## config.mk

```make
export PLATFORM = sky130hd
export DESIGN_NAME = rfse_cell
export DESIGN_NICKNAME = d
export VERILOG_FILES = /design/src/design/rfse_pkg.sv /design/src/design/rfse_cell.sv
export SDC_FILE = /design/constraint.sdc
export NUM_CORES = 1
export LEC_CHECK = 0
export ABC_CLOCK_PERIOD_IN_PS = 4800
export BUFFER_PORTS_ARGS = -buffer_cell sky130_fd_sc_hd__buf_2
export CAP_MARGIN = 20
export CORE_MARGIN = 2
export CORE_UTILIZATION = 46
export DETAILED_ROUTE_END_ITERATION = 10
export PLACE_DENSITY = 0.93
export SYNTH_ARGS = -nofsm -noshare
export SYNTH_HDL_FRONTEND = slang
export SYNTH_SLANG_ARGS = --single-unit
```

## constraint.sdc

```tcl
create_clock -name clock -period 4.8 [get_ports clock]
set_clock_uncertainty 0.1 [all_clocks]
set_input_delay 0.48 -clock clock [delete_from_list [all_inputs] [get_ports clock]]
set_output_delay 0.48 -clock clock [all_outputs]
set_load 0.01 [all_outputs]
```

## src/design/rfse_pkg.sv

```systemverilog
// Shared types and constants of the reverse-Polish floating-point stack evaluator.
package rfse_pkg;

   localparam int STACK_DEPTH = 64;
   localparam int DEPTH_W     = $clog2(STACK_DEPTH + 1);

   localparam logic [63:0] CANON_NAN = 64'h7FF8_0000_0000_0000;
   localparam logic [10:0] EXP_ONES  = 11'h7FF;

   typedef enum logic [2:0] {
      OP_PUSH = 3'd0,
      OP_ADD  = 3'd1,
      OP_SUB  = 3'd2,
      OP_MUL  = 3'd3,
      OP_DIV  = 3'd4,
      OP_DUP  = 3'd5,
      OP_SWAP = 3'd6,
      OP_DROP = 3'd7
   } op_type;

   typedef enum logic [1:0] {
      ST_OK    = 2'd0,
      ST_UNDER = 2'd1,
      ST_OVER  = 2'd2
   } status_type;

   typedef enum logic [1:0] {
      CELL_HOLD = 2'd0,
      CELL_PUSH = 2'd1,
      CELL_POP  = 2'd2
   } cell_cmd_type;

   typedef struct packed {
      op_type      op;
      logic [63:0] value;
      logic        end_of_call;
   } req_type;

   typedef struct packed {
      logic [63:0]        top_value;
      logic [DEPTH_W-1:0] depth;
      status_type         status;
      logic               call_failed;
   } rsp_type;

endpackage

```

## src/design/rfse_cell.sv

```systemverilog
// One stack entry that loads from its upper or lower neighbor.
module rfse_cell
   import rfse_pkg::*;
(
   input  logic         clock,
   input  cell_cmd_type cmd,
   input  logic [63:0]  up_data,
   input  logic [63:0]  down_data,
   output logic [63:0]  data
);

   logic [63:0] data_ff;
   logic [63:0] data_in;

   always_comb begin
      unique case (cmd)
         CELL_PUSH: data_in = up_data;
         CELL_POP:  data_in = down_data;
         default:   data_in = data_ff;
      endcase
   end

   always_ff @(posedge clock) begin
      data_ff <= data_in;
   end

   assign data = data_ff;

endmodule

```

---- Word level (Yosys, flattened, before mapping) ----
Cells that the tools add are included.
word-level totals
  flip-flop bits (word level) ............. 64
  input port bits ......................... 131
  output and inout bits ................... 64
  logic and storage cells ................. 5
cells by class
  eq/ne operators ......................... 2
  mux-type cells .......................... 1
  reduce and logical (&&, ||, !) cells .... 1
operators with widths
  kind                                            number
  one-hot mux 64 bit (2 select lines)             1
  == test 2 x 1 -> 1 bit (second input constant)  1
  == test 2 bit (second input constant)           1
  nonzero test 2 bit                              1

---- Longest topological paths before layout ----
Gate-level depths: netlist of the first run.
  word-level depth ........................ 2
  mapped depth ............................ 5
  gate-level depth less buffers ........... 3

---- Worst setup path before layout of the first run ----
OpenSTA, ideal clock, no wires.
  kind .................................... input to register
  start point ............................. input port cmd[0]
  end point ............................... register data_ff[0], in the netlist data[0] (enable)
  setup time .............................. 0.418 ns
  arrival time ............................ 2.035 ns
  setup slack ............................. 2.247 ns
  stages .................................. 3
  cell sequence ........................... inv_1 -> ha_1 -> inv_1
on the way
  cells in the longest elaborated chain, start to end .. 2
  elaborated cells between the ends (all ways) .. 3
  classes of those cells .................. 2 x eq/ne; 1 x reduce/logical
RTL lines
  what                                                            line             RTL
  start: declaration                                              rfse_cell.sv:6   input cell_cmd_type cmd,
  == test 2 bit / == test 2 x 1 -> 1 bit (equally long branches)  rfse_cell.sv:16  unique case (cmd)
  nonzero test 2 bit (no source line) (*)                         -
  end signal: assignment                                          rfse_cell.sv:24  data_ff <= data_in;
  end: declaration                                                rfse_cell.sv:12  logic [63:0] data_ff;
Every way passes the cells marked *; elsewhere a longest branch is shown, timed or not.
A chain may end at the register's enable or synchronous reset.

---- Final worst setup path of the first run ----
  start point ............................. input port cmd[0]
  end point ............................... register data_ff[53], in the netlist data[53] (enable)
Same word-level chain as after synthesis.

==> results of run 1 <==
-- cell type report --
cell class,instances,area [µm²]
flip-flops and latches,64,1920
clock buffers,10,128
repair buffers,196,1010
fillers,431,2110
well taps,77,96.3
multi-input cells,65,971
clock inverters,6,108
inverters,2,7.51
-- worst max-delay path, delay by kind of cell --
kind	cells	cell delay (ps)
fa+ha+maj	1	220
buf+inv	4	1090
-- cells in the mapped netlist --
cell type | instances | area [µm²]
buf_12 | 6 | 120
buf_6 | 1 | 11.3
edfxtp_1 | 64 | 1920
ha_1 | 1 | 12.5
inv_1 | 2 | 7.51
mux2_2 | 4 | 45.0
mux2_4 | 60 | 901
-- per-layer routing --
layer  global-route usage  part of all wire
met5                    0                 0
met4               0.0563            0.0092
met3               0.0730             0.088
met2                0.339              0.55
met1                0.183              0.35
-- worst max path at each step --
stage | slack (ps) | end | start
after floorplan | 2250 | data[0]$_DFFE_PP_ | cmd[0]
after global placement | 2440 | data[0]$_DFFE_PP_ | cmd[0]
after detailed placement | 2380 | data[0]$_DFFE_PP_ | cmd[0]
after CTS | 2730 | data[0]$_DFFE_PP_ | cmd[0]
after global routing | 2760 | data[53]$_DFFE_PP_ | cmd[0]
final | 2850 | data[53]$_DFFE_PP_ | cmd[0]
-- through the flow --
stage,util,power [µW]
2_1_floorplan,-,897
6_report,0.667,1560
4_1_cts,0.663,1580
5_1_grt,0.667,1630
3_3_place_gp,0.626,1030
3_5_place_dp,0.626,1040
-- report_power, final --
group	internal [µW]	switching, µW
Combinational	154	137
Sequential	711	20.6
Clock	343	198
-- cells by family (layout without fill, tap and decap cells) --
kind of cell  count (synthesis)  in the layout  synth area share
fa+ha+maj                     1              1           0.00414
buf+inv                       9            214            0.0460
flops                        64             64             0.637
mux                          64             64             0.313
-- layout by cell type (no fill, tap or decap), types with 3 or more instances in the layout --
master       n
buf_2      194
bufinv_16    3
clkbuf_8     9
edfxtp_1    64
mux2_2       4
mux2_4      60
==> flow_summary_export.csv, run 1 <==
group,metric,value,unit
timing,worstMarginPinSlew,522,ps
place,dp_hpwl,5390,µm
place,port_buffers,194,
worst_setup_path,cp-end-kind,"register",
clock_tree,cts_max_level,3,
clock_tree,cts_max_path_buffers,2,
floorplan,start_util,0.475,
grt,track_usage,0.182,
grt,grt_pass1_wl,9830,µm
detailed_routing,wirelength,6930,µm
timing,setup_tns,0,ps
worst_hold_path,hold_path_class,"input pin to register",
floorplan,io_pins,195,
place,placedCellCount,403,
timing,period_minus_slack,1950,ps
clock_tree,root_buffer,"clkbuf_8",
job,cap_viol_max_count,0,
grt,grt_pass1_vias,2102,
detailed_routing,ant_nets,0,
timing,slew_violations,0,
timing,fmax,512,MHz
synthesis,yosysSeqAreaShare,0.637,
grt,grt_antenna_before_repair,0,
synthesis,avgSynthCellArea,21.9,µm²
pwr,leakage,0.00201,µW
clock_tree,cts_hold_buf,0,
timing,grt_setup_unrepaired,"no",
floorplan,core,6350,µm²
floorplan,die-height,85.0,µm
grt,grt.overflow.total,0,
synthesis,ys_ff_latch,64,
finish,fin_area,4240,µm²
worst_hold_path,hold_path_end,"data[51]$_DFFE_PP_",
floorplan,dieArea,7230,µm²
detailed_routing,avgRoutedWirePerCell,16.5,µm
clock_tree,cts_made_buffers,9,
finish,fin_cells,420,
place,gp_congestion,0.739,
place,place_area,3980,µm²
worst_hold_path,hold_depth,2,
floorplan,num_rows,29,
pwr,p_per_area,369,nW/µm²
worst_setup_path,startpoint_type,"input pin",
finish,areaGrowthSynthToFinish,40.4,%
finish,drive_gt1_frac,0.805,
detailed_routing,post_drt_via_cell_ratio,4.70,
worst_setup_path,crit_path_max_incr_delay,540,ps
detailed_routing,drtIter0Drc,85,
place,pre_cts_slack,2380,ps
synthesis,postSynthCellCount,138,
detailed_routing,drcViolationCount,0,
worst_setup_path,crit_required,4660,ps
worst_setup_path,crit_path_cell_trace,"buf_2 > inv_1 > ha_4 > inv_2 > buf_4",
clock_tree,clock_sinks,64,
clock_tree,clk_pin_slew,80,ps
finish,fin_nets,470,
clock_tree,post_cts_buffers,0,
clock_tree,cts_resized,0,
timing,fin_ws,2850,ps
timing,final.period_utilization,0.407,
synthesis,synth_warnings,0,
worst_setup_path,cp_slowest_cell,"buf_4",
floorplan,die_w,85.0,µm
timing,relSlewSlack,0.652,
finish,num_antenna_cells,0,
timing,setup_viol,0,
clock_tree,cts_tree,"done",
detailed_routing,dr_total_vias,1972,
finish,largest_register_ffs,64,
timing,hold_viol_final,0,
grt,grt_max_degree,65,
status,outcome,"finished clean",
worst_hold_path,hold_start,"up_data[51]",
timing,whs,345,ps
worst_setup_path,critical_path_arrival,1820,ps
synthesis,syn_area,3020,µm²
synthesis,ys_types,7,
detailed_routing,first_pass_iters,4,
worst_setup_path,crit_fanout,41,
worst_setup_path,path_class,"input pin to register",
pwr,peakVddDrop,0.220,mV
synthesis,syn-num-nets,270,
No activity file was read; power rests on OpenSTA's default activity.
==> run 2: changes to the inputs <==
--- a/config.mk
+++ b/config.mk
@@ -5,13 +5,14 @@
 export SDC_FILE = /design/constraint.sdc
 export NUM_CORES = 1
 export LEC_CHECK = 0
-export ABC_CLOCK_PERIOD_IN_PS = 4800
+export ABC_AREA = 1
+export ABC_CLOCK_PERIOD_IN_PS = 1700
 export BUFFER_PORTS_ARGS = -buffer_cell sky130_fd_sc_hd__buf_2
 export CAP_MARGIN = 20
 export CORE_MARGIN = 2
-export CORE_UTILIZATION = 46
+export CORE_UTILIZATION = 37
 export DETAILED_ROUTE_END_ITERATION = 10
-export PLACE_DENSITY = 0.93
+export PLACE_DENSITY = 0.83
 export SYNTH_ARGS = -nofsm -noshare
 export SYNTH_HDL_FRONTEND = slang
 export SYNTH_SLANG_ARGS = --single-unit
==> constraint.sdc (replaced) <==
create_clock -name clock -period 1.7 [get_ports clock]
set_clock_uncertainty 0.1 [all_clocks]
set_input_delay 0.17 -clock clock [delete_from_list [all_inputs] [get_ports clock]]
set_output_delay 0.17 -clock clock [all_outputs]
set_load 0.01 [all_outputs]
==> flow_summary_export.csv, run 2 <==
group,metric,value,unit
status,outcome,"finished clean",
synthesis,synth_compound_area_frac,0,
clock_tree,cts_max_level,3,
detailed_routing,wirelength,8220,µm
floorplan,die_w,90.8,µm
synthesis,synthTopCellsByCount,"nand2_1, edfxtp_1, buf_2, clkbuf_8, inv_1",
synthesis,synth_warnings,0,
worst_hold_path,hold_path_class,"input pin to register",
synthesis,synthXorXnorAreaFrac,0,
worst_setup_path,crit_path_max_incr_delay,550,ps
synthesis,yosysTopAreaCell,"edfxtp_1",
timing,relSlewSlack,0.700,
worst_setup_path,crit_path_cell_trace,"dlygate4sd3_1 > buf_2 > nand2_1 > nand2_1 > dlygate4sd3_1",
place,place_area,3850,µm²
grt,grt_pass1_vias,2838,
pwr,peakVddDrop,0.522,mV
synthesis,yosysMostFrequentCell,"nand2_1",
grt,track_usage,0.196,
grt,grt.overflow.total,0,
detailed_routing,first_pass_iters,4,
worst_setup_path,critical_path_arrival,1510,ps
clock_tree,post_cts_buffers,0,
finish,num_antenna_cells,0,
finish,largest_register_ffs,64,
timing,period_minus_slack,1530,ps
clock_tree,cts_tree,"done",
synthesis,avgSynthCellArea,10.2,µm²
detailed_routing,dr_total_vias,2816,
timing,fmax,654,MHz
finish,drive_gt1_frac,0.414,
floorplan,io_pins,195,
finish,final_core_util,0.618,
detailed_routing,drcViolationCount,0,
synthesis,synth-simple-area-share,0.259,
detailed_routing,post_drt_via_cell_ratio,4.56,
place,gp_congestion,0.786,
timing,setup_viol,0,
synthesis,synth_flop_cell,"edfxtp_1",
floorplan,start_util,0.382,
synthesis,synth_top_family_by_area,"simple AND/OR/NAND/NOR gates",
worst_setup_path,startpoint_type,"input pin",
synthesis,synthAdderAreaFrac,0.00449,
detailed_routing,avgRoutedWirePerCell,13.3,µm
synthesis,syn_area,2790,µm²
finish,final_cell_mix,"buf_2, nand2_1, edfxtp_1, dlygate4sd3_1, clkbuf_8",
place,pre_cts_slack,189,ps
detailed_routing,ant_nets,0,
synthesis,synthMuxAreaShare,0,
floorplan,core,7290,µm²
finish,areaGrowthSynthToFinish,61.7,%
finish,final_common_cell,"buf_2",
floorplan,die-height,90.8,µm
clock_tree,clk_pin_slew,70,ps
synthesis,synth-edff-count,64,
timing,final.period_utilization,0.900,
synthesis,postSynthCellCount,273,
grt,grt_max_degree,65,
clock_tree,cts_max_path_buffers,2,
worst_setup_path,cp_slowest_cell,"dlygate4sd3_1",
place,dp_hpwl,5320,µm
place,port_buffers,194,
floorplan,dieArea,8240,µm²
clock_tree,cts_made_buffers,9,
timing,grt_setup_unrepaired,"no",
clock_tree,clock_sinks,64,
floorplan,num_rows,31,
worst_setup_path,crit_fanout,1,
synthesis,async_flop_share,0,
finish,fin_area,4510,µm²
worst_setup_path,crit_required,1680,ps
grt,grt_pass1_wl,12800,µm
finish,fin_nets,647,
synthesis,ys_ff_latch,64,
worst_setup_path,path_class,"input pin to register",
timing,fin_ws,170,ps
clock_tree,root_buffer,"clkbuf_8",
synthesis,synthTopCellsByArea,"edfxtp_1, nand2_1, clkbuf_8",
worst_setup_path,cp-end-kind,"register",
detailed_routing,drtIter0Drc,102,
timing,setup_tns,0,ps
pwr,leakage,0.00229,µW
synthesis,syn-num-nets,405,
timing,hold_viol_final,0,
pwr,p_per_area,952,nW/µm²
job,cap_viol_max_count,0,
timing,slew_violations,0,
grt,grt_antenna_before_repair,0,
synthesis,ys_types,8,
synthesis,synth_top_area_share,0.690,
synthesis,yosysSeqAreaShare,0.690,
timing,worstMarginPinSlew,450,ps
## run 2: changes by cell type in the layout (fill, tap and decap cells not counted), moves of 2 or more
cell	delta
nand2_1	+192
mux2_4	-60
dlygate4sd3_1	+45
mux2_2	-4
buf_12	+2
buf_6	+2
## run 2: power breakdown
group / internal [µW] / switching (µW)
combinational: 411 / 455
sequential: 2010 / 55.2
clock: 806 / 552
## run 2: final timing paths
check,start,slack [ps],to,cells after the start
setup / recovery,up_data[56],170,data[56]$_DFFE_PP_,5
hold / removal,down_data[21],10,data[21]$_DFFE_PP_,3
## run 2: what timing repair did
action | in CTS | in global routing
resized for setup | 0 | 2
endpoints found under the setup margin | 0 | 15
hold buffers | 45 | 0
endpoints found under the hold margin | 30 | 0
## run 2: cells by family (layout without fill, tap and decap cells)
logic type	Yosys count	after routing
adder cells (fa/ha/maj)	1	1
AND/OR/NAND/NOR	192	192
buffers and inverters	16	262
flip-flops	64	64
## run 2: layout make-up
cell class	instances	area, µm²
inverters	3	22.5
multi-input cells	193	746
clock inverters	5	72.6
well taps	99	124
fillers	622	2790
flip-flops and latches	64	1920
clock buffers	10	128
repair buffers	244	1490
## run 2: stage by stage
| step | cells | power (µW) | hold slack [ps] |
|---|---|---|---|
| finish | 618 | 4290 | 13.7 |
| global route | 618 | 4480 | 2.57 |
| CTS | 618 | 4310 | 0.399 |
| detailed placement | 558 | 2870 | 339 |
| floorplan | 273 | 2440 | 249 |
| global placement | 558 | 2840 | 333 |
## run 2: worst max-delay path, delay by kind of cell
family / cells / cell delay, ps
simple gates: 2 / 110
buf+inv: 3 / 1220
## run 2: per-layer routing
layer / vias up / GRT usage / part of all wire
met1: 1312 / 0.200 / 0.35
met3: 23 / 0.0401 / 0.062
met4: 0 / 0.0985 / 0.028
met5: - / 0 / 0
li1: 1358 / - / -
met2: 123 / 0.376 / 0.56
